## config.mk

```make
export PLATFORM = sky130hd
export DESIGN_NAME = glyph_unit_labeler
export DESIGN_NICKNAME = d
export VERILOG_FILES = /design/src/rtl/gul_pkg.sv /design/src/rtl/glyph_unit_labeler.sv /design/src/rtl/gul_word_buffer.sv
export SDC_FILE = /design/constraint.sdc
export NUM_CORES = 2
export LEC_CHECK = 0
export BUFFER_PORTS_ARGS = -buffer_cell sky130_fd_sc_hd__buf_2
export CAP_MARGIN = 15
export CORE_MARGIN = 2
export CORE_UTILIZATION = 40
export CTS_CLUSTER_DIAMETER = 200
export DETAILED_ROUTE_END_ITERATION = 6
export GPL_TIMING_DRIVEN = 0
export SYNTH_ARGS = -nofsm -noshare
export SYNTH_HDL_FRONTEND = slang
export SYNTH_SLANG_ARGS = --single-unit
```

## constraint.sdc

```tcl
create_clock -name i_clk -period 8.9 [get_ports i_clk]
set_input_delay 0.445 -clock i_clk [delete_from_list [all_inputs] [get_ports i_clk]]
set_output_delay 0.445 -clock i_clk [all_outputs]
set_load 0.02 [all_outputs]
```

## src/rtl/gul_pkg.sv

```systemverilog
package gul_pkg;

    typedef struct packed {
        logic [15:0]        text_index;
        logic [15:0]        word_index;
        logic signed [15:0] line_index;
        logic [15:0]        sentence_index;
        logic               end_of_paragraph;
    } t_glyph_in;

    typedef struct packed {
        logic [15:0] glyph_ordinal;
        logic [15:0] cluster_ordinal;
        logic [15:0] word_ordinal;
        logic [15:0] line_ordinal;
        logic [15:0] sentence_ordinal;
    } t_ordinals;

    typedef struct packed {
        t_ordinals   ords;
        logic [16:0] story_line;
    } t_word_entry;

    typedef struct packed {
        logic [15:0] glyph_ordinal;
        logic [15:0] cluster_ordinal;
        logic [15:0] word_ordinal;
        logic [15:0] line_ordinal;
        logic [15:0] sentence_ordinal;
        logic [16:0] story_line;
        logic [4:0]  glyph_in_word;
        logic [5:0]  word_glyph_count;
        logic        word_overflow;
        logic        last_of_run;
    } t_label_out;

    typedef enum logic [1:0] {
        ST_IDLE,
        ST_FLUSH,
        ST_PUSH
    } t_state;

    localparam logic [15:0] ORD_MAX = 16'hFFFF;

endpackage

```

## src/rtl/glyph_unit_labeler.sv

```systemverilog
// Glyph unit labeler.
// Input channel (i_in_valid / o_in_ready, word i_in): one laid-out glyph per
// word. Output channel (o_out_valid / i_out_ready, word o_out): one label per
// buffered glyph, emitted a whole word at a time when the word ends, when the
// word buffer is full (overflow piece) or at end of paragraph.
// Config channel (i_cfg_valid / o_cfg_ready, i_cfg_data): line offset, always
// ready; write it only while the block is idle.
// A glyph that neither starts a new word after buffered glyphs, meets a full
// buffer nor ends the paragraph is only buffered and gives no label. A flush
// streams the buffered glyphs out at one label per cycle while the receiver is
// ready, from the single read port of the word buffer, through the read and
// output registers. A flush before buffering is followed by a push state that
// writes the held glyph; no new glyph is taken until the block is idle again.
// Reset clears counters, previous indices and the fill count; the buffer
// contents are not cleared. A stalled receiver holds o_out and backs up the
// read pipeline, which in turn holds the flush and the input channel.
module glyph_unit_labeler #(
    parameter int MAX_WORD_GLYPHS = 32
) (
    input  logic                  i_clk,
    input  logic                  i_rst_n,
    input  logic                  i_cfg_valid,
    output logic                  o_cfg_ready,
    input  logic [15:0]           i_cfg_data,
    input  logic                  i_in_valid,
    output logic                  o_in_ready,
    input  gul_pkg::t_glyph_in    i_in,
    output logic                  o_out_valid,
    input  logic                  i_out_ready,
    output gul_pkg::t_label_out   o_out
);

    localparam int IDX_W  = $clog2(MAX_WORD_GLYPHS);
    localparam int FILL_W = $clog2(MAX_WORD_GLYPHS + 1);

    gul_pkg::t_state      r_state, n_state;
    logic [15:0]          r_line_offset;
    logic [15:0]          r_prev_text, r_prev_word, r_prev_line, r_prev_sentence;
    logic                 r_first;
    gul_pkg::t_ordinals   r_cnt;
    logic [FILL_W-1:0]    r_fill;
    logic                 r_split;

    gul_pkg::t_word_entry r_pend;
    logic                 r_pend_eop, r_pend_ovf;
    logic                 r_push;
    logic [FILL_W-1:0]    r_len;
    logic [FILL_W-1:0]    r_rd_idx;
    logic                 r_ovf, r_last;

    logic                 r_rd_vld;
    logic [4:0]           r_rd_gin;
    logic [5:0]           r_rd_cnt;
    logic                 r_rd_ovf, r_rd_last;
    logic                 r_out_valid;
    gul_pkg::t_label_out  r_out;

    logic                 in_acc, eop, new_word, fill_nz, buf_full, pre_flush;
    logic                 ovf_pre, split_mid;
    gul_pkg::t_ordinals   cnt_new;
    logic [15:0]          clamped;
    gul_pkg::t_word_entry entry_new;
    logic                 out_free, move, issue, last_issue;
    logic                 we;
    logic [IDX_W-1:0]     waddr;
    gul_pkg::t_word_entry wdata, rdata;

    function automatic logic [15:0] sat_inc(input logic [15:0] v);
        return (v == gul_pkg::ORD_MAX) ? v : v + 16'd1;
    endfunction

    assign o_cfg_ready = 1'b1;
    assign o_in_ready  = (r_state == gul_pkg::ST_IDLE);
    assign in_acc      = i_in_valid && o_in_ready;
    assign eop         = i_in.end_of_paragraph;

    assign new_word  = r_first || (i_in.word_index != r_prev_word);
    assign fill_nz   = (r_fill != '0);
    assign buf_full  = (r_fill >= FILL_W'(MAX_WORD_GLYPHS));
    assign pre_flush = (fill_nz && new_word) || buf_full;
    assign ovf_pre   = (fill_nz && new_word) ? r_split : 1'b1;
    assign split_mid = (fill_nz && new_word) ? 1'b0 : (buf_full ? 1'b1 : r_split);

    always_comb begin
        if (r_first) begin
            cnt_new = '0;
        end else begin
            cnt_new.glyph_ordinal    = sat_inc(r_cnt.glyph_ordinal);
            cnt_new.cluster_ordinal  = (i_in.word_index != r_prev_word ||
                                        i_in.text_index != r_prev_text) ?
                                       sat_inc(r_cnt.cluster_ordinal) :
                                       r_cnt.cluster_ordinal;
            cnt_new.word_ordinal     = (i_in.word_index != r_prev_word) ?
                                       sat_inc(r_cnt.word_ordinal) : r_cnt.word_ordinal;
            cnt_new.line_ordinal     = (16'(i_in.line_index) != r_prev_line) ?
                                       sat_inc(r_cnt.line_ordinal) : r_cnt.line_ordinal;
            cnt_new.sentence_ordinal = (i_in.sentence_index != r_prev_sentence) ?
                                       sat_inc(r_cnt.sentence_ordinal) :
                                       r_cnt.sentence_ordinal;
        end
    end

    assign clamped              = i_in.line_index[15] ? 16'd0 : 16'(i_in.line_index);
    assign entry_new.ords       = cnt_new;
    assign entry_new.story_line = {1'b0, clamped} + {1'b0, r_line_offset};

    // read pipeline: issue -> read register -> output register
    assign out_free   = !r_out_valid || i_out_ready;
    assign move       = r_rd_vld && out_free;
    assign issue      = (r_state == gul_pkg::ST_FLUSH) && (!r_rd_vld || move);
    assign last_issue = issue && (r_rd_idx == r_len - FILL_W'(1));

    assign we    = (in_acc && !pre_flush) || (r_state == gul_pkg::ST_PUSH);
    assign waddr = (r_state == gul_pkg::ST_PUSH) ? '0 : r_fill[IDX_W-1:0];
    assign wdata = (r_state == gul_pkg::ST_PUSH) ? r_pend : entry_new;

    gul_word_buffer #(
        .DEPTH (MAX_WORD_GLYPHS)
    ) u_buf (
        .i_clk   (i_clk),
        .i_we    (we),
        .i_waddr (waddr),
        .i_wdata (wdata),
        .i_re    (issue),
        .i_raddr (r_rd_idx[IDX_W-1:0]),
        .o_rdata (rdata)
    );

    always_comb begin
        n_state = r_state;
        case (r_state)
            gul_pkg::ST_IDLE: begin
                if (in_acc && (pre_flush || eop)) begin
                    n_state = gul_pkg::ST_FLUSH;
                end
            end
            gul_pkg::ST_FLUSH: begin
                if (last_issue) begin
                    n_state = r_push ? gul_pkg::ST_PUSH : gul_pkg::ST_IDLE;
                end
            end
            gul_pkg::ST_PUSH: begin
                n_state = r_pend_eop ? gul_pkg::ST_FLUSH : gul_pkg::ST_IDLE;
            end
            default: begin
                n_state = gul_pkg::ST_IDLE;
            end
        endcase
    end

    always_ff @(posedge i_clk) begin
        if (!i_rst_n) begin
            r_state <= gul_pkg::ST_IDLE;
        end else begin
            r_state <= n_state;
        end
    end

    always_ff @(posedge i_clk) begin
        if (!i_rst_n) begin
            r_line_offset   <= '0;
            r_prev_text     <= '0;
            r_prev_word     <= '0;
            r_prev_line     <= '0;
            r_prev_sentence <= '0;
            r_first         <= 1'b1;
            r_cnt           <= '0;
            r_fill          <= '0;
            r_split         <= 1'b0;
            r_rd_vld        <= 1'b0;
            r_out_valid     <= 1'b0;
        end else begin
            if (i_cfg_valid) begin
                r_line_offset <= i_cfg_data;
            end
            if (in_acc) begin
                r_prev_text     <= i_in.text_index;
                r_prev_word     <= i_in.word_index;
                r_prev_line     <= 16'(i_in.line_index);
                r_prev_sentence <= i_in.sentence_index;
                r_first         <= eop;
                r_cnt           <= eop ? '0 : cnt_new;
                r_split         <= eop ? 1'b0 : split_mid;
                if (pre_flush) begin
                    r_fill <= eop ? '0 : FILL_W'(1);
                end else begin
                    r_fill <= eop ? '0 : r_fill + FILL_W'(1);
                end
            end
            if (issue) begin
                r_rd_vld <= 1'b1;
            end else if (move) begin
                r_rd_vld <= 1'b0;
            end
            if (move) begin
                r_out_valid <= 1'b1;
            end else if (i_out_ready) begin
                r_out_valid <= 1'b0;
            end
        end
    end

    always_ff @(posedge i_clk) begin
        case (r_state)
            gul_pkg::ST_IDLE: begin
                if (in_acc) begin
                    r_rd_idx <= '0;
                    if (pre_flush) begin
                        // drain the old word first, hold the new glyph
                        r_len      <= r_fill;
                        r_ovf      <= ovf_pre;
                        r_last     <= !eop;
                        r_push     <= 1'b1;
                        r_pend     <= entry_new;
                        r_pend_eop <= eop;
                        r_pend_ovf <= split_mid;
                    end else begin
                        r_len  <= r_fill + FILL_W'(1);
                        r_ovf  <= split_mid;
                        r_last <= 1'b1;
                        r_push <= 1'b0;
                    end
                end
            end
            gul_pkg::ST_FLUSH: begin
                if (issue) begin
                    r_rd_idx <= r_rd_idx + FILL_W'(1);
                end
            end
            gul_pkg::ST_PUSH: begin
                r_rd_idx <= '0;
                r_len    <= FILL_W'(1);
                r_ovf    <= r_pend_ovf;
                r_last   <= 1'b1;
                r_push   <= 1'b0;
            end
            default: begin
                r_rd_idx <= '0;
            end
        endcase

        if (issue) begin
            r_rd_gin  <= 5'(r_rd_idx);
            r_rd_cnt  <= 6'(r_len);
            r_rd_ovf  <= r_ovf;
            r_rd_last <= r_last && last_issue;
        end

        if (move) begin
            r_out.glyph_ordinal    <= rdata.ords.glyph_ordinal;
            r_out.cluster_ordinal  <= rdata.ords.cluster_ordinal;
            r_out.word_ordinal     <= rdata.ords.word_ordinal;
            r_out.line_ordinal     <= rdata.ords.line_ordinal;
            r_out.sentence_ordinal <= rdata.ords.sentence_ordinal;
            r_out.story_line       <= rdata.story_line;
            r_out.glyph_in_word    <= r_rd_gin;
            r_out.word_glyph_count <= r_rd_cnt;
            r_out.word_overflow    <= r_rd_ovf;
            r_out.last_of_run      <= r_rd_last;
        end
    end

    assign o_out_valid = r_out_valid;
    assign o_out       = r_out;

endmodule

```

## src/rtl/gul_word_buffer.sv

```systemverilog
module gul_word_buffer #(
    parameter int DEPTH = 32
) (
    input  logic                       i_clk,
    input  logic                       i_we,
    input  logic [$clog2(DEPTH)-1:0]   i_waddr,
    input  gul_pkg::t_word_entry       i_wdata,
    input  logic                       i_re,
    input  logic [$clog2(DEPTH)-1:0]   i_raddr,
    output gul_pkg::t_word_entry       o_rdata
);

    gul_pkg::t_word_entry r_mem [DEPTH];
    gul_pkg::t_word_entry r_rdata;

    always_ff @(posedge i_clk) begin
        if (i_we) begin
            r_mem[i_waddr] <= i_wdata;
        end
        // hold the read word until the next read
        if (i_re) begin
            r_rdata <= r_mem[i_raddr];
        end
    end

    assign o_rdata = r_rdata;

endmodule

```

# [Yosys cells after proc, flatten, opt, wreduce, memory -nomap -nowiden]
# Memories as Yosys holds them, arrays and structs flattened. A register that Yosys moved wholly into a read port is not among the register bits.
# Cells that the tools add are included.
[classes] add_sub_neg=9 mul=0 div_mod_pow=0 n_lt_le_gt_ge=1 n_eq_ne=16 n_shift=0 n_mux=47 n_bitwise=0 n_reduce_logical=28
[op_table] cell="two-way mux 80 bit" n=2
[op_table] cell="two-way mux 16 bit" n=9
[op_table] cell="two-way mux 97 bit" n=1
[op_table] cell="adder 16 x 1 -> 16 bit (second input constant)" n=5
[op_table] cell="== test 16 bit (second input constant)" n=5
[op_table] cell="inequality test 16 bit" n=4
[op_table] cell="two-way mux 6 bit" n=6
[op_table] cell="one-hot mux 6 bit (2 select lines)" n=2
[op_table] cell="two-way mux 1 bit" n=18
[op_table] cell="adder 15 x 16 -> 17 bit" n=1
[op_table] cell="two-way mux 15 bit" n=1
[op_table] cell="adder 6 x 1 -> 6 bit (second input constant)" n=2
[op_table] cell="logical AND 1 bit" n=8
[op_table] cell="logical OR 1 bit" n=7
[op_table] cell="== test 6 bit" n=1
[op_table] cell="greater-or-equal comparator 6 bit (second input constant)" n=1
[op_table] cell="two-way mux 2 bit" n=3
[op_table] cell="one-hot mux 1 bit (2 select lines)" n=3
[op_table] cell="one-hot mux 2 bit (3 select lines)" n=1
[op_table] cell="AND reduction 2 bit" n=3
[op_table] cell="nonzero test 2 bit" n=3
[op_table] cell="nonzero test 6 bit" n=1
[op_table] cell="subtractor 6 x 1 -> 6 bit (second input constant)" n=1
[op_table] cell="two-way mux 5 bit" n=1
[op_table] cell="7 further kinds" n=12
[word_totals] reg_bits=409 latch_bits=0 ram_bits=3104 romBits=0 inputBits=86 wordCells=145 mem_count=1
[mem_list] memory="u_buf.r_mem" words=32 word_bits=97 rd=1 rd_ports_with_merged_regs=1 write_ports=1 line="gul_word_buffer.sv:13" source="gul_pkg::t_word_entry r_mem [DEPTH];"

# [Depth between registers and ports, before layout]
[logic_depth] word_depth=9 ltp_mapped=10

# [Modules after synthesis]
# Synthesis repeated with hierarchy kept, for this count alone.
[hier_totals] cells_unflattened=7525 area_unflattened_um2=139801.6
[modules_own_cells] module="gul_word_buffer" n_inst=1 cells_per_inst=5663 area_each_um2=120847.2
[modules_own_cells] module="glyph_unit_labeler" n_inst=1 cells_per_inst=1862 area_each_um2=18954.4

# [Worst setup path before layout]
# OpenSTA, ideal clock, no wires.
[synth_path] kind="input to register" start="input port i_in[43] in the netlist's numbering" end="memory u_buf.r_mem[0][0] in the netlist's numbering, enable pin" setup_time_ns=0.696 t_arrival_ns=8.741 slack_ns=-0.537 path_stages=7 path_buffers=0 cell_sequence="xnor2_1 -> nand4_1 -> nor4_1 -> a22oi_1 -> nor3_2 -> nand2_1 -> o31ai_1"
[synth_between] elab_chain_cells=9
[synth_lines] element="start: declaration" line="glyph_unit_labeler.sv:27" source="input gul_pkg::t_glyph_in i_in,"
[synth_lines] element="inequality test 16 bit" line="glyph_unit_labeler.sv:77" source="assign new_word = r_first || (i_in.word_index != r_prev_word);"
[synth_lines] element="logical OR 1 bit" line="glyph_unit_labeler.sv:77"
[synth_lines] element="logical AND 1 bit" line="glyph_unit_labeler.sv:80" source="assign pre_flush = (fill_nz && new_word) || buf_full;"
[synth_lines] element="logical OR 1 bit" line="glyph_unit_labeler.sv:80"
[synth_lines] element="logical NOT 1 bit" line="glyph_unit_labeler.sv:113" source="assign we = (in_acc && !pre_flush) || (r_state == gul_pkg::ST_PUSH);"
[synth_lines] element="logical AND 1 bit" line="glyph_unit_labeler.sv:113"
[synth_lines] element="logical OR 1 bit" line="glyph_unit_labeler.sv:113"
[synth_lines] element="two-way mux 1 bit" line="gul_word_buffer.sv:17" source="if (i_we) begin"
[synth_lines] element="two-way mux 1 bit (implied by the code)" line="gul_word_buffer.sv:18" source="r_mem[i_waddr] <= i_wdata;"
[synth_lines] element="end: declaration" line="gul_word_buffer.sv:13"
# No other way between the ends.

# [Worst setup path after layout]
[layout_path] start="register r_prev_word[10]" end="memory u_buf.r_mem[27][6] in the netlist's numbering, enable pin"
[layout_between] elab_chain_cells=9
[layout_lines] element="start: declaration" line="glyph_unit_labeler.sv:38" source="logic [15:0] r_prev_text, r_prev_word, r_prev_line, r_prev_sentence;"
[layout_lines] element="start signal: assignment" line="glyph_unit_labeler.sv:178" source="r_prev_word <= i_in.word_index;"
[layout_lines] element="inequality test 16 bit" line="glyph_unit_labeler.sv:77"
[layout_lines] element="logical OR 1 bit" line="glyph_unit_labeler.sv:77"
[layout_lines] element="logical AND 1 bit" line="glyph_unit_labeler.sv:80"
[layout_lines] element="logical OR 1 bit" line="glyph_unit_labeler.sv:80"
[layout_lines] element="logical NOT 1 bit" line="glyph_unit_labeler.sv:113"
[layout_lines] element="logical AND 1 bit" line="glyph_unit_labeler.sv:113"
[layout_lines] element="logical OR 1 bit" line="glyph_unit_labeler.sv:113"
[layout_lines] element="two-way mux 1 bit" line="gul_word_buffer.sv:17"
[layout_lines] element="two-way mux 1 bit (implied by the code)" line="gul_word_buffer.sv:18"
# No other way between the ends.

==> flow_summary.ini <==
[logic_synthesis]
ys_seq_elements = 3610
netlist_instances = 6430
dominant_combinational_cell_family_by_area_after_synthesis = multiplexers
mappedNetlistArea_um2 = 139000
synth_area_leaders = sky130_fd_sc_hd__edfxtp_1 (74%), sky130_fd_sc_hd__mux4_2 (16%), sky130_fd_sc_hd__dfxtp_1 (2.5%)
synth_area_per_cell_um2 = 21.7
synth.mux.area_fraction_pct = 16.8
post_synth_and_or_nand_nor_area_fraction_pct = 2.60
post_synth_cell_types = 67
ys_async_sr_fraction_pct = 0
postSynthNetCount = 6541
yosys.area.top_type = sky130_fd_sc_hd__edfxtp_1
ys.warnings.count = 0
seq_area_frac_synth_pct = 76.5
synth_ff_type = sky130_fd_sc_hd__edfxtp_1
synth_xor_xnor_area_share_pct = 0.898
compound_cell_area_share_of_the_yosys_netlist_pct = 1.80
yosys.area.top_type_share_pct = 74.1
yosys.area_share.adder_pct = 0.230
synth_enable_flop_cells = 3438

[critical_path]
critPathArrivalTime_ns = 5.31
crit_path_max_fanout = 10
end_kind = register
critical_path.startpoint_type = register
data_required_time_of_the_critical_path_ns = 9.50
crit_type = register to register

[power_and_ir_drop]
power_per_cell_area_nw_per_um2 = 223
p_leak_uw = 0.0517
peakVddDrop_mv = 0.181
design_power_uw = 37000

[floorplanning]
floorplan.core_area_um2 = 346000
die_h_um = 594
die-width_um = 594
design.die.area_um2 = 353000
row_count = 216
initial_cell_density_of_the_core_pct = 40.2
ioPinCount = 199

[min_path]
timing.hold.worst.class = input port to register

[cts]
clockBufferDepth = 4
clock-root-buffer = sky130_fd_sc_hd__clkbuf_16
number_of_buffers_inserted_during_clock_tree_synthesis = 378
cts_max_level = 5
tritoncts = yes
cts.sink_count = 3610
cts_setup_buffers = 0
clock_insertion_delay_worst_skew_ns = 0.95
clk_pin_slew_ns = 0.06

[timing]
timing_max_transition_violations_final = 0
grt_setup_unrepaired = false
fmaxAchievable_mhz = 213
tns_setup_ns = 0
timing.max_slew.rel_slack_pct = 12.6
final_min_period_over_clock_period_pct = 52.9
worst_clock_skew_on_the_final_layout_ns = 0.0570
worst-slew-pin-transition_ns = 1.31
period_needed_ns = 4.70
setup_viol_count_final = 0
hold_viol_final = 0

[finish]
area_growth_pct = 19.1
fin_nets = 7537
finish.instance_area_um2 = 166000
fillerInstances = 28100
post_route_cells_drive_above_1_share_pct = 30.6
finalCoreUtilization_pct = 47.9

[routing]
drt_first_pass_iters = 6
final_antenna_net_count = 0
route.detailed.wl_per_inst_um = 30.9
dr_vias_cell = 5.74
drt_wl_total_um = 381000
drc = 0
route.vias.total = 70700
first_iter_violations = 8800

[global_routing]
globalRouteTotalUtil_pct = 21.3
antenna_found_initial = 21
globalRouteOverflowTotal = 0
via_count_of_the_first_global_routing_pass = 71600
grt_start_max_net_pins = 33
grt_pass1_wl_um = 536000

[placement]
numPortBuffers = 196
dp.final_hpwl_um = 251000
postPlaceCellArea_um2 = 153000
routabilityCongestion = 0.865

[run_status]
run_status = finished clean

[flow_run]
cap_viol_max_count = 0
==> kinds of logic after synthesis <==
logic type	count (synthesis)
flip-flops	3610
multiplexers	1113
AND/OR/NAND/NOR	781
AO/OA/AOI/OAI	391
buffers and inverters	366
XOR/XNOR	143
adder cells (fa/ha/maj)	25
other	1
==> report_power, final <==
part,switching [µW],internal [µW],total (µW)
Sequential,72.6,18700,18800
Combinational,1660,1140,2790
Clock,6580,8840,15400
Total,8310,28700,37000
==> cell type report <==
class / count / area [µm²] / area share (%)
sequential: 3610 / 107000 / 64.2
multi-input combinational: 2454 / 32000 / 19.3
clock buffer: 467 / 9940 / 5.98
timing repair buffer: 616 / 8050 / 4.85
tap: 4578 / 5730 / 3.45
clock inverter: 212 / 2060 / 1.24
buffer: 345 / 1520 / 0.917
inverter: 21 / 78.8 / 0.0475
antenna: 19 / 47.5 / 0.0286
==> what timing repair did <==
item | 4_1_cts | 5_1_grt
hold endpoints to repair | 85 | 0
gates resized for setup | 0 | 0
hold buffers | 80 | 0
==> Yosys cell counts (5+ instances only) <==
cell	n
sky130_fd_sc_hd__buf_4	23
sky130_fd_sc_hd__nor3b_1	6
sky130_fd_sc_hd__mux2_2	114
sky130_fd_sc_hd__o211a_1	5
sky130_fd_sc_hd__and3_1	18
sky130_fd_sc_hd__inv_1	21
sky130_fd_sc_hd__nor2_1	172
sky130_fd_sc_hd__a31oi_1	37
sky130_fd_sc_hd__nand3_1	48
sky130_fd_sc_hd__o31ai_1	50
sky130_fd_sc_hd__mux2i_1	29
sky130_fd_sc_hd__edfxtp_1	3438
sky130_fd_sc_hd__ha_1	24
sky130_fd_sc_hd__a21oi_1	60
sky130_fd_sc_hd__nand2b_1	20
sky130_fd_sc_hd__buf_1	42
sky130_fd_sc_hd__clkbuf_1	209
sky130_fd_sc_hd__mux4_2	970
sky130_fd_sc_hd__nand3b_1	5
sky130_fd_sc_hd__a21o_1	7
sky130_fd_sc_hd__or3_1	14
sky130_fd_sc_hd__a21boi_0	70
sky130_fd_sc_hd__nor4_1	13
sky130_fd_sc_hd__nor3_1	31
sky130_fd_sc_hd__nand2_1	329
sky130_fd_sc_hd__and2_1	19
sky130_fd_sc_hd__xor2_1	50
sky130_fd_sc_hd__buf_2	65
sky130_fd_sc_hd__nor2b_1	44
sky130_fd_sc_hd__a32o_1	5
sky130_fd_sc_hd__xnor2_1	93
sky130_fd_sc_hd__nand4_1	32
sky130_fd_sc_hd__a41oi_1	5
sky130_fd_sc_hd__dfxtp_1	172
sky130_fd_sc_hd__o21a_1	7
sky130_fd_sc_hd__buf_6	5
sky130_fd_sc_hd__and4_1	14
sky130_fd_sc_hd__o21ai_0	111
==> registers in the layout (all words and copies together) (netlist names), 2 cells and up <==
| signal | cells |
|---|---|
| u_buf.r_mem | 3104 |
| o_out | 110 |
| u_buf.o_rdata | 97 |
| r_fill | 6 |
| r_prev_sentence | 16 |
| r_cnt | 80 |
| r_line_offset | 16 |
| r_rd_cnt | 6 |
| r_pend | 97 |
| r_prev_word | 16 |
| r_prev_text | 16 |
| r_len | 6 |
| r_rd_idx | 6 |
| r_state | 2 |
| r_prev_line | 16 |
| r_rd_gin | 5 |
==> per-layer routing <==
metal / up-vias / global-route usage (%) / routed length [µm] / share of wire [%]
met4: 2 / 8.07 / 15400 / 4.0
met1: 38100 / 28.9 / 154000 / 40
li1: 28800 / - / - / -
met5: - / 0 / 13 / 0.0034
met2: 3079 / 34.2 / 182000 / 48
met3: 685 / 4.17 / 29800 / 7.8
==> final timing paths <==
path / end / cells after the start / from / slack [ns]
max: u_buf.r_mem[27][6] / 13 / r_prev_word[10] / 4.20
min: o_out_valid / 3 / i_out_ready / 0.09
max reg2reg: u_buf.r_mem[27][6] / 13 / r_prev_word[10] / 4.20
min reg2reg: o_out[30] / 0 / u_buf.o_rdata[17] / 0.39
==> critical path: stages, from the launching register on <==
cell and delay, ns:
sky130_fd_sc_hd__dfxtp_1 0.32, sky130_fd_sc_hd__xnor2_1 0.18, sky130_fd_sc_hd__nand4_1 0.14, sky130_fd_sc_hd__nor4_2 0.35, sky130_fd_sc_hd__buf_4 0.27, sky130_fd_sc_hd__a22oi_1 0.16
sky130_fd_sc_hd__clkbuf_1 0.29, sky130_fd_sc_hd__nor2_1 0.55, sky130_fd_sc_hd__nand2_1 0.33, sky130_fd_sc_hd__nor3_2 0.90, sky130_fd_sc_hd__buf_6 0.29, sky130_fd_sc_hd__buf_8 0.16
sky130_fd_sc_hd__buf_6 0.17, sky130_fd_sc_hd__buf_6 0.19
==> through the flow <==
stage,std cells,worst slack [ns],hold WS (ns)
2_1_floorplan,6430,-0.212,0.400
3_3_place_gp,11200,-13.31,0.405
3_5_place_dp,11500,4.13,0.405
4_1_cts,12300,4.31,0.0359
5_1_grt,12300,4.09,0.0804
6_report,12300,4.20,0.0884
==> layout by cell type (no fill, tap or decap), types with 93 or more instances in the layout <==
cell                        count
sky130_fd_sc_hd__edfxtp_1    3438
sky130_fd_sc_hd__nand2_1      329
sky130_fd_sc_hd__clkbuf_16    384
sky130_fd_sc_hd__buf_12       117
sky130_fd_sc_hd__mux2_2       114
sky130_fd_sc_hd__dfxtp_1      172
sky130_fd_sc_hd__xnor2_1       93
sky130_fd_sc_hd__mux4_2       970
sky130_fd_sc_hd__nor2_1       145
sky130_fd_sc_hd__buf_2        262
sky130_fd_sc_hd__clkbuf_1     274
Power figures use the tool's default switching activity.
